## src/rtl/tmps_pkg.sv

```systemverilog
package tmps_pkg;

	localparam int MAX_ROWS   = 256;
	localparam int VALUE_BITS = 16;
	localparam int SUM_W      = 32;
	localparam int CFG_W      = 9;
	localparam int CNT_W      = $clog2(MAX_ROWS + 1);
	localparam int IDX_W      = (MAX_ROWS > 1) ? $clog2(MAX_ROWS) : 1;
	localparam int WIDE_W     = ((CFG_W > CNT_W) ? CFG_W : CNT_W) + 1;

	typedef struct packed {
		logic             ins;
		logic             pop1;
		logic             pop2;
		logic [IDX_W-1:0] ins_idx;
	} cell_ctrl_t;

	typedef struct packed {
		logic             bottom;
		logic             first;
		logic             done;
		logic [IDX_W-1:0] ins_idx;
	} seq_stat_t;

endpackage

```

## src/rtl/tmps_cell.sv

```systemverilog
module tmps_cell
	import tmps_pkg::*;
(
	input  logic                    clk,
	input  cell_ctrl_t              ctl,
	input  logic [IDX_W-1:0]        idx,
	input  logic signed [SUM_W-1:0] nbr1,
	input  logic signed [SUM_W-1:0] nbr2,
	input  logic signed [SUM_W-1:0] sum_in,
	output logic signed [SUM_W-1:0] sum_q
);

	always_ff @(posedge clk) begin
		if (ctl.ins) begin
			if (ctl.ins_idx == idx) begin
				sum_q <= sum_in;
			end else if (ctl.pop2) begin
				sum_q <= nbr2;
			end else if (ctl.pop1) begin
				sum_q <= nbr1;
			end
		end
	end

endmodule

```

## config.mk

```make
export PLATFORM = sky130hd
export DESIGN_NAME = tmps_cell
export DESIGN_NICKNAME = d
export VERILOG_FILES = /design/src/rtl/tmps_pkg.sv /design/src/rtl/tmps_cell.sv
export SDC_FILE = /design/constraint.sdc
export NUM_CORES = 1
export LEC_CHECK = 0
export ABC_AREA = 1
export BUFFER_PORTS_ARGS = -buffer_cell sky130_fd_sc_hd__buf_4
export CAP_MARGIN = 10
export CORE_ASPECT_RATIO = 0.9
export CORE_UTILIZATION = 41
export CTS_CLUSTER_DIAMETER = 150
export DETAILED_ROUTE_END_ITERATION = 8
export PLACE_DENSITY = 0.77
export SLEW_MARGIN = 20
export SYNTH_ARGS = -nofsm -noshare
export SYNTH_HDL_FRONTEND = slang
export SYNTH_SLANG_ARGS = --single-unit
```

## constraint.sdc

```tcl
create_clock -name clk -period 2.2 [get_ports clk]
set_input_delay 0.22 -clock clk [delete_from_list [all_inputs] [get_ports clk]]
set_output_delay 0.22 -clock clk [all_outputs]
set_load 0.03 [all_outputs]
```

==> results <==
- The run finished with clean final reports.
- sum_q holds more flip-flops than any other register.
- The worst setup path is of the in2reg kind.
- The number of flip-flops under the largest register name is 32.
- The highest attainable clock frequency is 709 MHz.
- For this run, design rule violations remaining after detail routing come to 0.
- The hold violation total from the final report was 0.
- For this run the aggregate overflow at the end of global routing stands at 0.
- The post-synthesis sequential element count is 32.
- Once the clock tree was built, the resizer swapped 0 gates to a different size.
- The required time of the critical path is 2.13 ns.
- The sum of net half-perimeters after detailed placement is 4.21 mm.
- The final weighted congestion in routability-driven placement is between 0.7 and 0.8.
- The relative area change from synthesis to final layout is 58.7%.
- The number of instances in the placed design is 409.
- By area the synthesized netlist is led by sky130_fd_sc_hd__edfxtp_1, sky130_fd_sc_hd__mux2_2, sky130_fd_sc_hd__nand2_1.
- On the worst path, the slowest cell contributes a delay of 0.38 ns.
- During I/O placement, the number of pins put on the boundary was 148.
- The core box area is 4830 µm².
- The floorplan has 24 rows.
- The count of antenna diodes in the layout is 0.
- The via-per-instance ratio is roughly 4.7.
- The shortest clock period the worst path allows after layout is 1.41 ns.
- Of the synthesized area, sequential elements account for 0.469.
- The global-route wire length before repair is around 9.0 mm.
- The layout net count is approximately 470.
- The first routing iteration left 82 violations.
- The largest fanout of any net on the critical path is 32.
- The slowest cell on the critical path is sky130_fd_sc_hd__buf_4.
- After detailed placement, the total cell area comes to 3140 µm².
- The number of vias after detailed routing is 1957.
- At the pin with the least slew margin, the transition time is 0.415 ns.
- The static leakage is 1.59 nW.
- The critical path capture point type is a flop.
- The largest registers in the layout are sum_q x32.
- Buffers added to address setup during post-CTS repair amount to 0.
- The net count after synthesis is around 320.
- Leaving out fill and tap cells, the most frequent cells in the layout are sky130_fd_sc_hd__buf_4, sky130_fd_sc_hd__nand2_1, sky130_fd_sc_hd__mux2_2, sky130_fd_sc_hd__edfxtp_1, sky130_fd_sc_hd__nand3_1.
- The H-tree depth reported by CTS is 2.
- The number of standard cells in the layout, taps in and fillers out is 417.
- IR analysis of the VDD net gives a maximum drop of 0.000335 V.
- The maximum number of pins on one net before global-route repair is 33.
- The TritonCTS clock tree is yes.
- The first detailed-routing pass ran for 4 iterations.
- A synthesized cell averages roughly 10 µm².
- The number of global-route vias before repair is 1917.
- The most frequent standard cell in the layout excluding fill and tap cells is sky130_fd_sc_hd__buf_4.
- Setup repair after global routing left no endpoint under its margin.
- The die area is 5280 µm².
- The cell taking the most area after synthesis is sky130_fd_sc_hd__edfxtp_1.
- The tree built by TritonCTS fans out to 32 sinks.
- Of the post-synthesis cell area, the dominant cell type holds 0.469.
- Counting along the longest clock path gives a buffer depth of 2.
- The most prevalent standard cell on the critical path is sky130_fd_sc_hd__buf_4.
- Summing internal, switching and leakage power gives 1.84 mW.
- The number of antenna violations at the first check in global routing is 0.
- The class of the most critical hold timing path is in2reg.
- Yosys printed 0 warnings.
- The clock slew at the register clock pins of the worst setup and hold paths is approximately 0.070 ns.
- The setup TNS after final layout is 0 ns.
- The number of nets with antenna violations after detailed routing is 0.
- The worst hold path depth is 3.
- Buffers inserted to repair hold after CTS numbered 0.
- In this run the horizontal extent of the chip is 76.5 µm.
- The routed length per instance is 13.1 µm.
- Counting distinct cell types in the post-synthesis netlist gives 15.
- Dividing total power by cell area gives a power density of 566 nW/µm².
- Of the cells placed in the final design, the portion with a size suffix greater than 1 is 0.565.
- In this run the vertical extent of the chip is 69.0 µm.
- The number of buffers inserted during clock tree synthesis is 5.
- Once layout is done, the placed cells without fillers occupy 3250 µm².
- The setup violation total in the final timing report is 0.
- The post-synthesis instance area is 2050 µm².
- The startpoint kind of the worst setup timing path is an input pin.
- The number of max-slew violations in the final report is 0.
- For the worst setup path, the data arrival time is around 1.3 ns.
- The master cell of the clock root buffer is sky130_fd_sc_hd__clkbuf_8.
- The count of max-cap constraint violations is 0.
- The critical path goes through buf_4 -> xnor2_1 -> nand2_1 -> nor2_2 -> nand2_4 -> a21oi_4 -> buf_4.
- Wires add up to around 5.5 mm.
- For this configuration, the core starts out at a cell density of 0.423.
- The portion of the clock cycle consumed by the worst path in the final layout is 0.641.
- Synthesis produced a netlist whose cell count is 205.
- The relative slew slack is 0.723.
- Across every metal layer, demand over resource in global routing totals 0.218.
- The quantity of I/O buffers inserted on ports is approximately 150.
- For this run, the share of the core covered by cells in the final layout is 0.672.
through the flow:
stage / hold WS [ns] / worst slack (ns)
after floorplan: 0.424 / 0.388
after global placement: 0.516 / 0.535
after detailed placement: 0.523 / 0.493
after CTS: 0.234 / 0.791
after global routing: 0.236 / 0.689
final: 0.241 / 0.790
worst paths after layout:
check                  start  slack [ns]                   to
setup / recovery      idx[2]        0.79  sum_q[18]$_DFFE_PP_
hold / removal    sum_in[19]        0.24  sum_q[19]$_DFFE_PP_
kinds of logic (layout without fill, tap and decap cells):
group	after synthesis	count (layout)	share of synthesized area
flip-flops	32	32	0.469
multiplexers	32	32	0.176
AO/OA/AOI/OAI	1	1	0.00795
AND/OR/NAND/NOR	115	115	0.250
XOR/XNOR	5	5	0.0214
buffers and inverters	20	167	0.0752
synth_stat cells:
cell                       count
sky130_fd_sc_hd__a21oi_4       1
sky130_fd_sc_hd__buf_2         3
sky130_fd_sc_hd__buf_6        10
sky130_fd_sc_hd__edfxtp_1     32
sky130_fd_sc_hd__inv_1         7
sky130_fd_sc_hd__mux2_2       32
sky130_fd_sc_hd__nand2_1      76
sky130_fd_sc_hd__nand2_2       1
sky130_fd_sc_hd__nand2_4       1
sky130_fd_sc_hd__nand3_1      31
sky130_fd_sc_hd__nand3_2       1
sky130_fd_sc_hd__nor2_1        1
sky130_fd_sc_hd__nor2_2        1
sky130_fd_sc_hd__nor2_4        3
sky130_fd_sc_hd__xnor2_1       5
worst max-delay path: cells and delay by family:
kind	cells	cell delay, ns
buf+inv	2	0.49
xor+xnor	1	0.14
simple gates	3	0.36
compound gates	1	0.10
per-layer routing:
metal | share of wire | vias up | GRT usage
li1 | - | 984 | -
met1 | 0.40 | 867 | 0.251
met2 | 0.51 | 102 | 0.388
met3 | 0.078 | 4 | 0.0662
met4 | 0.0097 | 0 | 0.0598
met5 | 0 | - | 0
power by group:
group          total, mW  switching, mW  leakage (nW)  internal [mW]
registers          0.759         0.0164         0.307          0.743
clock network      0.541          0.205        0.0552          0.336
logic              0.540          0.265          1.23          0.274
final cells by class:
type                    count  area [µm²]
inverters                   7        26.3
fillers                   414        1590
multi-input cells         153         932
clock inverters             2        35.0
flip-flops and latches     32         961
clock buffers               6        72.6
well taps                  65        81.3
repair buffers            152        1140
(Power assumes the default switching activity.)
