**src/rtl/tmps_pkg.sv**
```systemverilog
package tmps_pkg;

	localparam int MAX_ROWS   = 256;
	localparam int VALUE_BITS = 16;
	localparam int SUM_W      = 32;
	localparam int CFG_W      = 9;
	localparam int CNT_W      = $clog2(MAX_ROWS + 1);
	localparam int IDX_W      = (MAX_ROWS > 1) ? $clog2(MAX_ROWS) : 1;
	localparam int WIDE_W     = ((CFG_W > CNT_W) ? CFG_W : CNT_W) + 1;

	typedef struct packed {
		logic             ins;
		logic             pop1;
		logic             pop2;
		logic [IDX_W-1:0] ins_idx;
	} cell_ctrl_t;

	typedef struct packed {
		logic             bottom;
		logic             first;
		logic             done;
		logic [IDX_W-1:0] ins_idx;
	} seq_stat_t;

endpackage

```
**src/rtl/tmps_ctrl.sv**
```systemverilog
module tmps_ctrl
	import tmps_pkg::*;
(
	input  logic             clk,
	input  logic             arst_n,
	input  logic             accept,
	input  logic             cfg_we,
	input  logic [CFG_W-1:0] cfg_data,
	output seq_stat_t        stat
);

	logic [CNT_W-1:0]  num_rows_q;
	logic [CNT_W-1:0]  row_left_q;
	logic [IDX_W-1:0]  col_q;
	logic [CNT_W-1:0]  count_q;
	logic [WIDE_W-1:0] cfg_wide;
	logic [CNT_W-1:0]  cfg_sat;
	logic [CNT_W-1:0]  pop;
	logic              row_end;

	always_comb begin
		cfg_wide = WIDE_W'(cfg_data);
		if (cfg_wide == '0) begin
			cfg_sat = CNT_W'(1);
		end else if (cfg_wide > WIDE_W'(MAX_ROWS)) begin
			cfg_sat = CNT_W'(MAX_ROWS);
		end else begin
			cfg_sat = CNT_W'(cfg_wide);
		end
	end

	always_comb begin
		stat.bottom = (row_left_q >= num_rows_q);
		stat.first  = (col_q == '0);
		row_end     = ((CNT_W'(col_q) + CNT_W'(1)) >= row_left_q);
		stat.done   = row_end && (row_left_q <= CNT_W'(1));
		if (stat.bottom) begin
			pop = '0;
		end else if (stat.first) begin
			pop = CNT_W'(2);
		end else begin
			pop = CNT_W'(1);
		end
		stat.ins_idx = IDX_W'(count_q - pop);
	end

	always_ff @(posedge clk or negedge arst_n) begin
		if (!arst_n) begin
			num_rows_q <= CNT_W'(1);
			row_left_q <= CNT_W'(1);
			col_q      <= '0;
			count_q    <= '0;
		end else if (cfg_we) begin
			num_rows_q <= cfg_sat;
			row_left_q <= cfg_sat;
			col_q      <= '0;
			count_q    <= '0;
		end else if (accept) begin
			if (stat.done) begin
				row_left_q <= num_rows_q;
				col_q      <= '0;
				count_q    <= '0;
			end else begin
				count_q <= count_q - pop + CNT_W'(1);
				if (row_end) begin
					row_left_q <= row_left_q - CNT_W'(1);
					col_q      <= '0;
				end else begin
					col_q <= col_q + IDX_W'(1);
				end
			end
		end
	end

endmodule
```
**config.mk**
```make
export PLATFORM = sky130hd
export DESIGN_NAME = tmps_ctrl
export DESIGN_NICKNAME = d
export VERILOG_FILES = /design/src/rtl/tmps_pkg.sv /design/src/rtl/tmps_ctrl.sv
export SDC_FILE = /design/constraint.sdc
export NUM_CORES = 1
export LEC_CHECK = 0
export BUFFER_PORTS_ARGS = -buffer_cell sky130_fd_sc_hd__buf_2
export CAP_MARGIN = 5
export CORE_ASPECT_RATIO = 1.1
export CORE_MARGIN = 5
export CORE_UTILIZATION = 60
export DETAILED_ROUTE_END_ITERATION = 10
export PLACE_DENSITY = 0.8
export SLEW_MARGIN = 20
export SYNTH_ARGS = -nofsm -noshare
export SYNTH_HDL_FRONTEND = slang
export SYNTH_SLANG_ARGS = --single-unit
```
**constraint.sdc**
```tcl
create_clock -name clk -period 4.2 [get_ports clk]
set_clock_uncertainty 0.2 [all_clocks]
set_input_delay 0.63 -clock clk [delete_from_list [all_inputs] [get_ports clk]]
set_output_delay 0.63 -clock clk [all_outputs]
set_load 0.02 [all_outputs]
```
==> load_flow_metrics.sql <==
INSERT INTO impl_metrics (metric_group, metric, value, unit) VALUES
('status', 'outcome', 'finished clean', ''),
('synthesis', 'synth.net_count', '354', ''),
('worst_hold_path', 'min-delay-path-class', 'in -> async', ''),
('synthesis', 'yosys_warnings', '0', ''),
('critical_path', 'critPathKind', 'reg -> out', ''),
('synthesis', 'yosys-top-cells-area', 'sky130_fd_sc_hd__dfrtp_1 (29%), sky130_fd_sc_hd__ha_1 (11%), sky130_fd_sc_hd__nand3_1 (3.9%), sky130_fd_sc_hd__inv_1 (3.6%), sky130_fd_sc_hd__nand2_1 (3.0%)', ''),
('place', 'place.port_buffers', '23', ''),
('drt', 'drtAntennaViolNets', '0', ''),
('synthesis', 'synth-edff-count', '0', ''),
('global_route', 'grt_pass1_wl', '10800', 'microns'),
('power', 'total_power', '1.79', 'mW'),
('clocking', 'tritoncts.num_buffers', '5', ''),
('sta', 'maxSlewViolCount', '0', ''),
('floorplanning', 'coreArea', '4350', 'sq um'),
('critical_path', 'ff_to_ff_start', 'row_left_q[0]', ''),
('power', 'vdd.ir_drop.worst', '0.280', 'mV'),
('synthesis', 'synth.ff_latch_count', '34', ''),
('cells_and_area', 'filler_cell_count', '346', ''),
('synthesis', 'fraction_of_the_mapped_netlist_area_in_simple_logic_gates', '22.6', '%'),
('global_route', 'use_met2', '38.8', '%'),
('synthesis', 'synth_compound_area_share', '21.3', '%'),
('cells_and_area', 'final_common_cell', 'sky130_fd_sc_hd__dfrtp_1', ''),
('clocking', 'htree_num_levels', '2', ''),
('floorplanning', 'area_of_the_die', '5990', 'sq um'),
('global_route', 'grt.met1_usage', '30.7', '%'),
('synthesis', 'synthDominantCellAreaShare', '29.4', '%'),
('global_route', 'track_usage', '23.3', '%'),
('critical_path', 'cp-end-kind', 'output pin', ''),
('sta', 'clock.fmax', '0.246', 'GHz'),
('sta', 'period_utilization_post_route', '96.7', '%'),
('clocking', 'cts_root_buffer', 'sky130_fd_sc_hd__clkbuf_8', ''),
('critical_path', 'setup.worst_path.start_class', 'register', ''),
('clocking', 'tritoncts', 'yes', ''),
('place', 'gp_congestion', '0.839', ''),
('job', 'maxCapViolCount', '0', ''),
('sta', 'timing_worst_slew_pin_value', '0.791', 'ns'),
('global_route', 'first_global_vias', '2300', ''),
('clocking', 'cts.path.max_buffers', '2', ''),
('floorplanning', 'die_x', '74.2', 'microns'),
('global_route', 'grt_max_degree', '36', ''),
('cells_and_area', 'flow.area_growth_from_synthesis', '12.2', '%'),
('cells_and_area', 'post_layout_net_count', '378', ''),
('clocking', 'tritoncts_num_sinks', '34', ''),
('sta', 'period_minus_slack', '4.06', 'ns'),
('floorplanning', 'std_cell_rows', '25', ''),
('drt', 'routed_vias_inst', '6.15', ''),
('drt', 'drc_errors', '0', ''),
('synthesis', 'synth.avg_cell_area', '8.65', 'sq um'),
('cells_and_area', 'commonest_non_fill_non_tap_cells_in_the_layout', 'sky130_fd_sc_hd__dfrtp_1 (32), sky130_fd_sc_hd__inv_1 (25), sky130_fd_sc_hd__ha_1 (23)', ''),
('floorplanning', 'fp.dieH', '80.7', 'microns'),
('place', 'preCtsSetupSlack', '0.203', 'ns'),
('synthesis', 'synthAdderAreaFrac', '12.2', '%'),
('drt', 'first_iter_violations', '205', ''),
('critical_path', 'rr_endpoint', 'count_q[5]', ''),
('critical_path', 'timing.reg2reg.worst_path_depth', '18', ''),
('critical_path', 'launching_instance_or_port_of_the_critical_path', 'row_left_q[0]', ''),
('floorplanning', 'io_pins', '24', ''),
('synthesis', 'mappedNetlistArea', '2720', 'sq um'),
('synthesis', 'dominant_combinational_cell_family_by_area_after_synthesis', 'simple AND/OR/NAND/NOR gates', ''),
('power', 'powerDensity', '585', 'nW/um^2'),
('critical_path', 'end_of_the_critical_path', 'stat[4]', ''),
('critical_path', 'worstPathRequired', '3.37', 'ns'),
('synthesis', 'synth_xor_area_share', '5.70', '%'),
('cells_and_area', 'num_antenna_cells', '0', ''),
('drt', 'wl_per_cell', '16.4', 'microns'),
('synthesis', 'synthArstFlopShare', '100', '%'),
('synthesis', 'synth_top_cell_by_area', 'sky130_fd_sc_hd__dfrtp_1', ''),
('drt', 'vias', '2424', ''),
('synthesis', 'synth_ff_type', 'sky130_fd_sc_hd__dfrtp_1', ''),
('power', 'leakage', '1.40', 'nW'),
('sta', 'unrepaired_setup_endpoints_after_global_routing', 'yes', '');
area by class of cell:
type,count,area [sq um],area share [%]
well taps,54,67.6,2.21
inverters,27,101,3.32
repair buffers,33,199,6.51
multi-input cells,238,1750,57.1
flip-flops and latches,34,853,27.9
clock buffers,8,90.1,2.95
worst max-delay path, cell delays in order, from the launching register on:
cell and delay [ns]:
sky130_fd_sc_hd__dfstp_2 0.54, sky130_fd_sc_hd__inv_2 0.05, sky130_fd_sc_hd__ha_4 0.20, sky130_fd_sc_hd__nand2b_1 0.13, sky130_fd_sc_hd__a21o_1 0.16, sky130_fd_sc_hd__a21oi_2 0.10, sky130_fd_sc_hd__o21ai_1 0.07, sky130_fd_sc_hd__o22a_1 0.21
sky130_fd_sc_hd__nor2_1 0.13, sky130_fd_sc_hd__ha_2 0.21, sky130_fd_sc_hd__inv_1 0.07, sky130_fd_sc_hd__fa_2 0.34, sky130_fd_sc_hd__or2_4 0.27, sky130_fd_sc_hd__nor2_4 0.13, sky130_fd_sc_hd__xor2_2 0.19, sky130_fd_sc_hd__buf_6 0.14
registers in the layout (all words and copies together) (netlist names):
name	count
count_q	8
col_q	8
num_rows_q	9
row_left_q	9
kinds of logic (layout without fill, tap and decap cells):
logic type	Yosys count	in the layout
and+or+nand+nor	113	113
DFF	34	34
buffers and inverters	43	68
adders and majority gates	26	26
AOI/OAI and AO/OA	83	83
xor gates and xnor gates	16	16
power breakdown:
group          internal, mW  total, mW  switching [mW]
Sequential            0.379      0.468          0.0882
Combinational         0.469       1.07           0.601
Clock                 0.134      0.251           0.117
metrics by stage:
| stage | instances | instance area [sq um] | hold slack (ns) | util (%) |
|---|---|---|---|---|
| floorplan | 315 | 2740 | 0.134 | - |
| global placement | 382 | 2880 | 0.319 | 66.2 |
| detailed placement | 382 | 2880 | 0.326 | 66.2 |
| CTS | 390 | 2980 | 0.246 | 68.6 |
| global route | 394 | 3060 | 0.281 | 70.3 |
| finish | 394 | 3060 | 0.229 | 70.3 |
Yosys cell counts (4+ instances only):
master,number
sky130_fd_sc_hd__dfrtp_1,32
sky130_fd_sc_hd__inv_1,26
sky130_fd_sc_hd__ha_1,25
sky130_fd_sc_hd__nand2_1,22
sky130_fd_sc_hd__nand3_1,21
sky130_fd_sc_hd__nor2_1,21
sky130_fd_sc_hd__a21oi_1,15
sky130_fd_sc_hd__o21ai_0,14
sky130_fd_sc_hd__nand2b_1,12
sky130_fd_sc_hd__clkbuf_1,9
sky130_fd_sc_hd__a22o_1,8
sky130_fd_sc_hd__xnor2_1,7
sky130_fd_sc_hd__xor2_1,7
sky130_fd_sc_hd__a31oi_1,5
sky130_fd_sc_hd__nor4_1,5
sky130_fd_sc_hd__o31ai_1,5
sky130_fd_sc_hd__nor2b_1,4
sky130_fd_sc_hd__nor3_1,4
sky130_fd_sc_hd__o211ai_1,4
sky130_fd_sc_hd__o21ai_1,4
metal layers:
metal / up-vias / share of wire (%)
met5: - / 0
li1: 1191 / -
met1: 1122 / 44
met2: 94 / 47
met4: 0 / 2.3
met3: 17 / 6.4
worst min path at each step:
| stage | from | to |
|---|---|---|
| after detailed placement | num_rows_q[0] | num_rows_q[0] |
| after global routing | arst_n | num_rows_q[4] |
| after CTS | arst_n | num_rows_q[4] |
| after global placement | num_rows_q[0] | num_rows_q[0] |
| final | arst_n | count_q[0] |
| after floorplan | arst_n | col_q[0] |
what timing repair did:
item,4_1_cts,5_1_grt
buffers inserted,0,4
endpoints found under the setup margin,3,6
pin swaps,0,9
resized for setup,5,9
(Power assumes the default switching activity.)
